`config.mk`:
```
export PLATFORM = sky130hd
export DESIGN_NAME = pfd_emit
export DESIGN_NICKNAME = d
export VERILOG_FILES = /design/src/hw/rtl/page_framebuffer_dirty_flush_macros.svh /design/src/hw/rtl/pfd_pkg.sv /design/src/hw/rtl/pfd_emit.sv
export SDC_FILE = /design/constraint.sdc
export NUM_CORES = 1
export LEC_CHECK = 0
export BUFFER_PORTS_ARGS = -buffer_cell sky130_fd_sc_hd__buf_2
export CAP_MARGIN = 20
export CORE_ASPECT_RATIO = 0.7
export CORE_MARGIN = 5
export CORE_UTILIZATION = 45
export CTS_BUF_LIST = sky130_fd_sc_hd__clkbuf_8
export DETAILED_ROUTE_END_ITERATION = 8
export GPL_TIMING_DRIVEN = 0
export PLACE_DENSITY = 0.64
export RECOVER_POWER = 50
export SLEW_MARGIN = 10
export SYNTH_ARGS = -nofsm -noshare
export SYNTH_HDL_FRONTEND = slang
export SYNTH_SLANG_ARGS = --single-unit
```
`constraint.sdc`:
```
create_clock -name clk -period 3.6 [get_ports clk]
set_input_delay 0.36 -clock clk [delete_from_list [all_inputs] [get_ports clk]]
set_output_delay 0.36 -clock clk [all_outputs]
set_load 0.05 [all_outputs]
```
`src/hw/rtl/page_framebuffer_dirty_flush_macros.svh`:
```
// ----------------------------------------------------------------------------
// Assertion macros for the page frame buffer flush block
// Concurrent checks that can be compiled out with NO_ASSERTIONS.
// ----------------------------------------------------------------------------
`ifndef PAGE_FRAMEBUFFER_DIRTY_FLUSH_MACROS_SVH
`define PAGE_FRAMEBUFFER_DIRTY_FLUSH_MACROS_SVH
`ifndef NO_ASSERTIONS
// Consequent must hold in the same cycle as the antecedent.
`define PFD_ASSERT_SAME(label, clk, rst_n, ante, cons) \
  label: assert property (@(posedge clk) disable iff (!rst_n) (ante) |-> (cons)) \
    else $error("pfd: same-cycle check failed");
// Consequent must hold in the cycle after the antecedent.
`define PFD_ASSERT_NEXT(label, clk, rst_n, ante, cons) \
  label: assert property (@(posedge clk) disable iff (!rst_n) (ante) |=> (cons)) \
    else $error("pfd: next-cycle check failed");
`else
`define PFD_ASSERT_SAME(label, clk, rst_n, ante, cons)
`define PFD_ASSERT_NEXT(label, clk, rst_n, ante, cons)
`endif
`endif

```
`src/hw/rtl/pfd_pkg.sv`:
```
// ----------------------------------------------------------------------------
// pfd_pkg
// Sizes, codes, beat types and helper functions of the frame buffer flush.
// ----------------------------------------------------------------------------
`timescale 1ns / 1ps

package pfd_pkg;

  localparam int COLUMNS = 128;
  localparam int ROWS    = 64;
  localparam int PAGES   = ROWS / 8;
  localparam int CELLS   = PAGES * COLUMNS;
  localparam int ADDR_W  = (CELLS > 1) ? $clog2(CELLS) : 1;
  localparam int COL_W   = (COLUMNS > 1) ? $clog2(COLUMNS) : 1;
  localparam int PAGE_W  = (PAGES > 1) ? $clog2(PAGES) : 1;

  localparam logic [1:0] ACT_DOT   = 2'd0;
  localparam logic [1:0] ACT_BLIT  = 2'd1;
  localparam logic [1:0] ACT_FLUSH = 2'd2;

  localparam logic [1:0] OP_CLEAR  = 2'd0;
  localparam logic [1:0] OP_SET    = 2'd1;
  localparam logic [1:0] OP_TOGGLE = 2'd2;
  localparam logic [1:0] OP_KEEP   = 2'd3;

  localparam logic [2:0] MODE_CLEAR     = 3'd0;
  localparam logic [2:0] MODE_LAYER     = 3'd1;
  localparam logic [2:0] MODE_MULTIPLY  = 3'd2;
  localparam logic [2:0] MODE_CLEAR_POS = 3'd3;
  localparam logic [2:0] MODE_NEGATIVE  = 3'd4;
  localparam logic [2:0] MODE_INVERT    = 3'd5;

  localparam logic [1:0] KIND_CMD  = 2'd0;
  localparam logic [1:0] KIND_DATA = 2'd1;
  localparam logic [1:0] KIND_NONE = 2'd2;

  // Result slots of one flush step, in emission order.
  localparam logic [2:0] SLOT_HOME_PAGE = 3'd0;
  localparam logic [2:0] SLOT_HOME_HI   = 3'd1;
  localparam logic [2:0] SLOT_HOME_LO   = 3'd2;
  localparam logic [2:0] SLOT_RUN_PAGE  = 3'd3;
  localparam logic [2:0] SLOT_RUN_HI    = 3'd4;
  localparam logic [2:0] SLOT_RUN_LO    = 3'd5;
  localparam logic [2:0] SLOT_DATA      = 3'd6;
  localparam logic [2:0] SLOT_NONE      = 3'd7;

  localparam logic [7:0] CMD_PAGE_BASE = 8'hb0;
  localparam logic [7:0] CMD_COL_HI    = 8'h10;
  localparam logic [7:0] NIBBLE_MASK   = 8'h0f;
  localparam logic [7:0] TOP_PIXEL     = 8'h80;

  typedef struct packed {
    logic [1:0] action;
    logic [7:0] x_pos;
    logic [7:0] y_pos;
    logic [1:0] dot_op;
    logic       src_bit;
    logic [2:0] blit_mode;
  } pfd_in_t;

  typedef struct packed {
    logic [1:0] kind;
    logic [7:0] byte_value;
    logic       scan_done;
    logic       last;
  } pfd_out_t;

  // What one flush step has to send: enabled slots and the bytes behind them.
  typedef struct packed {
    logic [7:0] slot_en;
    logic [7:0] page_cmd;
    logic [7:0] col;
    logic [7:0] data;
    logic       done;
  } pfd_plan_t;

  function automatic logic [1:0] blit_op(input logic src, input logic [2:0] mode);
    logic [1:0] op;
    op = OP_KEEP;
    if (src) begin
      unique case (mode)
        MODE_CLEAR, MODE_CLEAR_POS, MODE_NEGATIVE: op = OP_CLEAR;
        MODE_LAYER, MODE_MULTIPLY:                 op = OP_SET;
        MODE_INVERT:                               op = OP_TOGGLE;
        default:                                   op = OP_KEEP;
      endcase
    end else begin
      unique case (mode)
        MODE_CLEAR, MODE_LAYER: op = OP_CLEAR;
        MODE_NEGATIVE:          op = OP_SET;
        default:                op = OP_KEEP;
      endcase
    end
    return op;
  endfunction

endpackage

```
`src/hw/rtl/pfd_emit.sv`:
```
// ----------------------------------------------------------------------------
// pfd_emit
// Turns a flush plan into its beats, one per cycle while out_ready is high.
// ----------------------------------------------------------------------------
`timescale 1ns / 1ps

module pfd_emit import pfd_pkg::*; (
  input  logic      clk,
  input  logic      rst_n,
  input  logic      plan_valid,
  output logic      plan_ready,
  input  pfd_plan_t plan,
  output logic      out_valid,
  input  logic      out_ready,
  output pfd_out_t  out_data
);

  logic      out_valid_r;
  pfd_out_t  out_r;
  logic      active_r;
  pfd_plan_t plan_r;
  logic [2:0] slot_r;

  logic       load_first;
  logic       load_next;
  logic [2:0] first_slot;
  logic [2:0] next_slot;
  pfd_out_t   first_beat;
  pfd_out_t   next_beat;

  // Lowest enabled slot at or above the start index.
  function automatic logic [2:0] find_slot(input logic [7:0] en, input logic [3:0] from);
    logic [2:0] sel;
    sel = SLOT_NONE;
    for (int i = 7; i >= 0; i--) begin
      if (en[i] && (4'(i) >= from)) begin
        sel = 3'(i);
      end
    end
    return sel;
  endfunction

  function automatic pfd_out_t build(input pfd_plan_t p, input logic [2:0] slot);
    pfd_out_t o;
    o.scan_done = p.done;
    o.last      = (((p.slot_en >> slot) >> 1) == 8'h00);
    unique case (slot)
      SLOT_HOME_PAGE, SLOT_RUN_PAGE: begin
        o.kind = KIND_CMD;  o.byte_value = p.page_cmd;
      end
      SLOT_HOME_HI: begin
        o.kind = KIND_CMD;  o.byte_value = CMD_COL_HI;
      end
      SLOT_HOME_LO: begin
        o.kind = KIND_CMD;  o.byte_value = 8'h00;
      end
      SLOT_RUN_HI: begin
        o.kind = KIND_CMD;  o.byte_value = CMD_COL_HI | (p.col >> 4);
      end
      SLOT_RUN_LO: begin
        o.kind = KIND_CMD;  o.byte_value = p.col & NIBBLE_MASK;
      end
      SLOT_DATA: begin
        o.kind = KIND_DATA; o.byte_value = p.data;
      end
      default: begin
        o.kind = KIND_NONE; o.byte_value = 8'h00;
      end
    endcase
    return o;
  endfunction

  assign plan_ready = !active_r && (!out_valid_r || out_ready);
  assign load_first = plan_valid && plan_ready;
  assign load_next  = active_r && out_ready;
  assign first_slot = find_slot(plan.slot_en, 4'd0);
  assign next_slot  = find_slot(plan_r.slot_en, {1'b0, slot_r} + 4'd1);
  assign first_beat = build(plan, first_slot);
  assign next_beat  = build(plan_r, next_slot);

  always_ff @(posedge clk) begin
    if (!rst_n) begin
      out_valid_r <= 1'b0;
      active_r    <= 1'b0;
    end else if (load_first) begin
      out_valid_r <= 1'b1;
      plan_r      <= plan;
      slot_r      <= first_slot;
      out_r       <= first_beat;
      active_r    <= !first_beat.last;
    end else if (load_next) begin
      out_valid_r <= 1'b1;
      slot_r      <= next_slot;
      out_r       <= next_beat;
      active_r    <= !next_beat.last;
    end else if (out_ready) begin
      out_valid_r <= 1'b0;
    end
  end

  assign out_valid = out_valid_r;
  assign out_data  = out_r;

endmodule

```
==> flow_metrics.py <==
metrics = {
    "status": {
        "outcome": "complete, no violations",
    },
    "placement": {
        "dpl.cell_count": 341,
        "dp_hpwl_um": 4420,
        "io_buffer_count": 50,
        "gp_congestion": 0.809,
    },
    "synthesis": {
        "ys_ff_latch": 50,
        "syn_area_sq_mm": 0.00256,
        "syn_avg_cell_area_sq_um": 12.0,
        "ys_top_cells_by_area": "edfxtp_1, a22oi_1, nand2_1",
        "netlist_instances": 214,
        "dominantRegCellSynth": "edfxtp_1",
        "ys_seq_area_share_pct": 57.9,
        "synth_warnings": 0,
        "syn-num-nets": 253,
        "async_reset_ff_share_pct": 0,
        "synth_common_cells": "edfxtp_1, nand2_1, nor2_1, o21ai_0, a22oi_1",
        "yosysUniqueCellTypes": 50,
        "yosys.area.top_type": "edfxtp_1",
        "synth_top_area_share_pct": 56.4,
        "synth.most_common_cell": "edfxtp_1",
        "synth-edff-count": 48,
    },
    "clocking": {
        "cts_hold_buf": 0,
        "path_clk_slew_ns": 0.09,
        "cts.sinks": 50,
        "clock_latency_ns": 0.31,
        "cts_setup_buffers": 0,
        "clockBufferDepth": 2,
        "h-tree-depth": 2,
        "root_buffer": "clkbuf_8",
        "cts_buffers": 5,
        "cts_tree": "yes",
        "cts_repair_resize_count": 0,
    },
    "sta": {
        "finalHoldViolations": 0,
        "relSlewSlack_pct": 16.2,
        "period_needed_ns": 2.95,
        "worst_pin_slew_ns": 1.25,
        "min_period_over_period_pct": 82.1,
        "grt_setup_unrepaired": "false",
        "drv_slew": 0,
        "setup_tns_ns": 0,
        "setup_viol_count_final": 0,
        "clock_skew_ns": 0.00635,
        "max_freq_mhz": 339,
    },
    "critical_path": {
        "crit_fanout": 8,
        "slowest_delay_ns": 0.54,
        "crit_arrival_ns": 2.98,
        "crit_chain": "ha_1 > buf_6 > nor2_1 > a22oi_1 > o22ai_1 > a21oi_2 > nor2_2 > xor2_1 > a222oi_1 > o22ai_1",
        "crit_family": "compound AO/OA/AOI/OAI gates",
        "startpoint_type": "flip-flop",
        "path_common_cell": "o22ai_1",
        "cp-end-kind": "flip-flop",
        "crit_slowest_cell": "edfxtp_1",
        "critPathBufInv": 1,
        "cp.required_ns": 3.62,
        "path_class": "reg2reg",
    },
    "die": {
        "die_width_um": 100,
        "core-area_sq_mm": 0.00561,
        "start_util_pct": 45.6,
        "die-height_um": 73.1,
        "io_pins": 51,
        "rows": 23,
        "design.die.area_sq_mm": 0.00732,
    },
    "global_routing": {
        "grt.total_usage_pct": 17.3,
        "overflow": 0,
        "grt_pass1_wl_um": 9690,
        "grt_pass1_vias": 1941,
        "antenna_found_initial": 0,
        "grt_max_degree": 34,
    },
    "power": {
        "p_leak_nw": 1.07,
        "irDropWorstVdd_uv": 233,
        "cellPowerDensity_mw_per_mm2": 452,
    },
    "drt": {
        "wl_per_cell_um": 17.2,
        "via_per_inst": 5.72,
        "postRouteWirelength_um": 6000,
        "ant_nets": 0,
        "num_vias": 1995,
        "drt_iter0_drc": 162,
        "drtPass1Iterations": 5,
        "drc": 0,
    },
    "final_layout": {
        "final_util_pct": 52.8,
        "nNetsFinal": 312,
        "drive_gt1_share_pct": 15.3,
        "antenna_cells": 0,
        "syn2layout_area_growth_pct": 15.9,
        "stdcell_count": 349,
    },
    "worst_hold_path": {
        "hp-class": "in2reg",
    },
    "run": {
        "cap_violations": 0,
    },
}
[power breakdown]
group	total (mW)	internal, mW	switching (mW)
combinational	0.320	0.111	0.209
clock	0.319	0.133	0.185
sequential	0.702	0.685	0.0168
total	1.34	0.929	0.411
[cell usage in the layout (no fill, tap or decap), drive strengths merged, types with 5 or more instances in the layout]
master	instances
edfxtp	48
clkbuf	40
buf	22
nor2	20
nand2	19
o21ai	14
a22oi	13
inv	9
o22ai	6
a21oi	6
a222oi	5
[routing by layer]
layer	wire, um	global-route usage [%]
met1	2890	25.0
met2	2570	26.2
met4	63	4.48
met5	0	0
met3	472	4.11
[final timing paths]
path,endpoint,from,cells past startpoint,slack [ns]
worst max-delay path,out_data[6],slot_r[1],10,0.65
worst min-delay path,plan_r[14],plan[14],1,0.23
worst max register to register,out_data[6],slot_r[1],10,0.65
worst min register to register,out_data[1],next_beat[1],2,0.52
[through the flow]
step	instance area, sq um	total power [mW]	hold slack (ns)	setup slack, ns
after CTS	3010	1.36	0.231	0.628
after global placement	2900	1.03	0.505	0.219
after floorplan	2560	0.945	0.459	0.705
final	2960	1.34	0.235	0.646
after detailed placement	2930	1.04	0.507	0.633
after global routing	2960	1.41	0.220	0.442
[area by class of cell]
type / count / area (sq um)
fillers: 532 / 2650
inverters: 9 / 33.8
clock inverters: 3 / 16.3
repair buffers: 52 / 225
multi-input cells: 150 / 1000
clock buffers: 5 / 68.8
flip-flops and latches: 50 / 1480
plain buffers: 5 / 42.5
well taps: 75 / 93.8
[flip-flops by register name, summed over array words and instances, names as in the netlist]
register and cells:
out_data 12, next_beat 1, active_r 1, slot_r 3, out_valid 1, plan_r 32
[cells by family (layout without fill, tap and decap cells)]
family	count (synthesis)	count (layout)	synth area share, %
muxes	8	8	3.33
adders and majority gates	3	3	1.37
DFF	50	50	57.9
buffers and inverters	14	74	2.98
xor gates and xnor gates	2	2	0.685
and+or+nand+nor	67	67	12.8
AOI/OAI and AO/OA	70	70	20.9
Power figures use the tool's default switching activity.
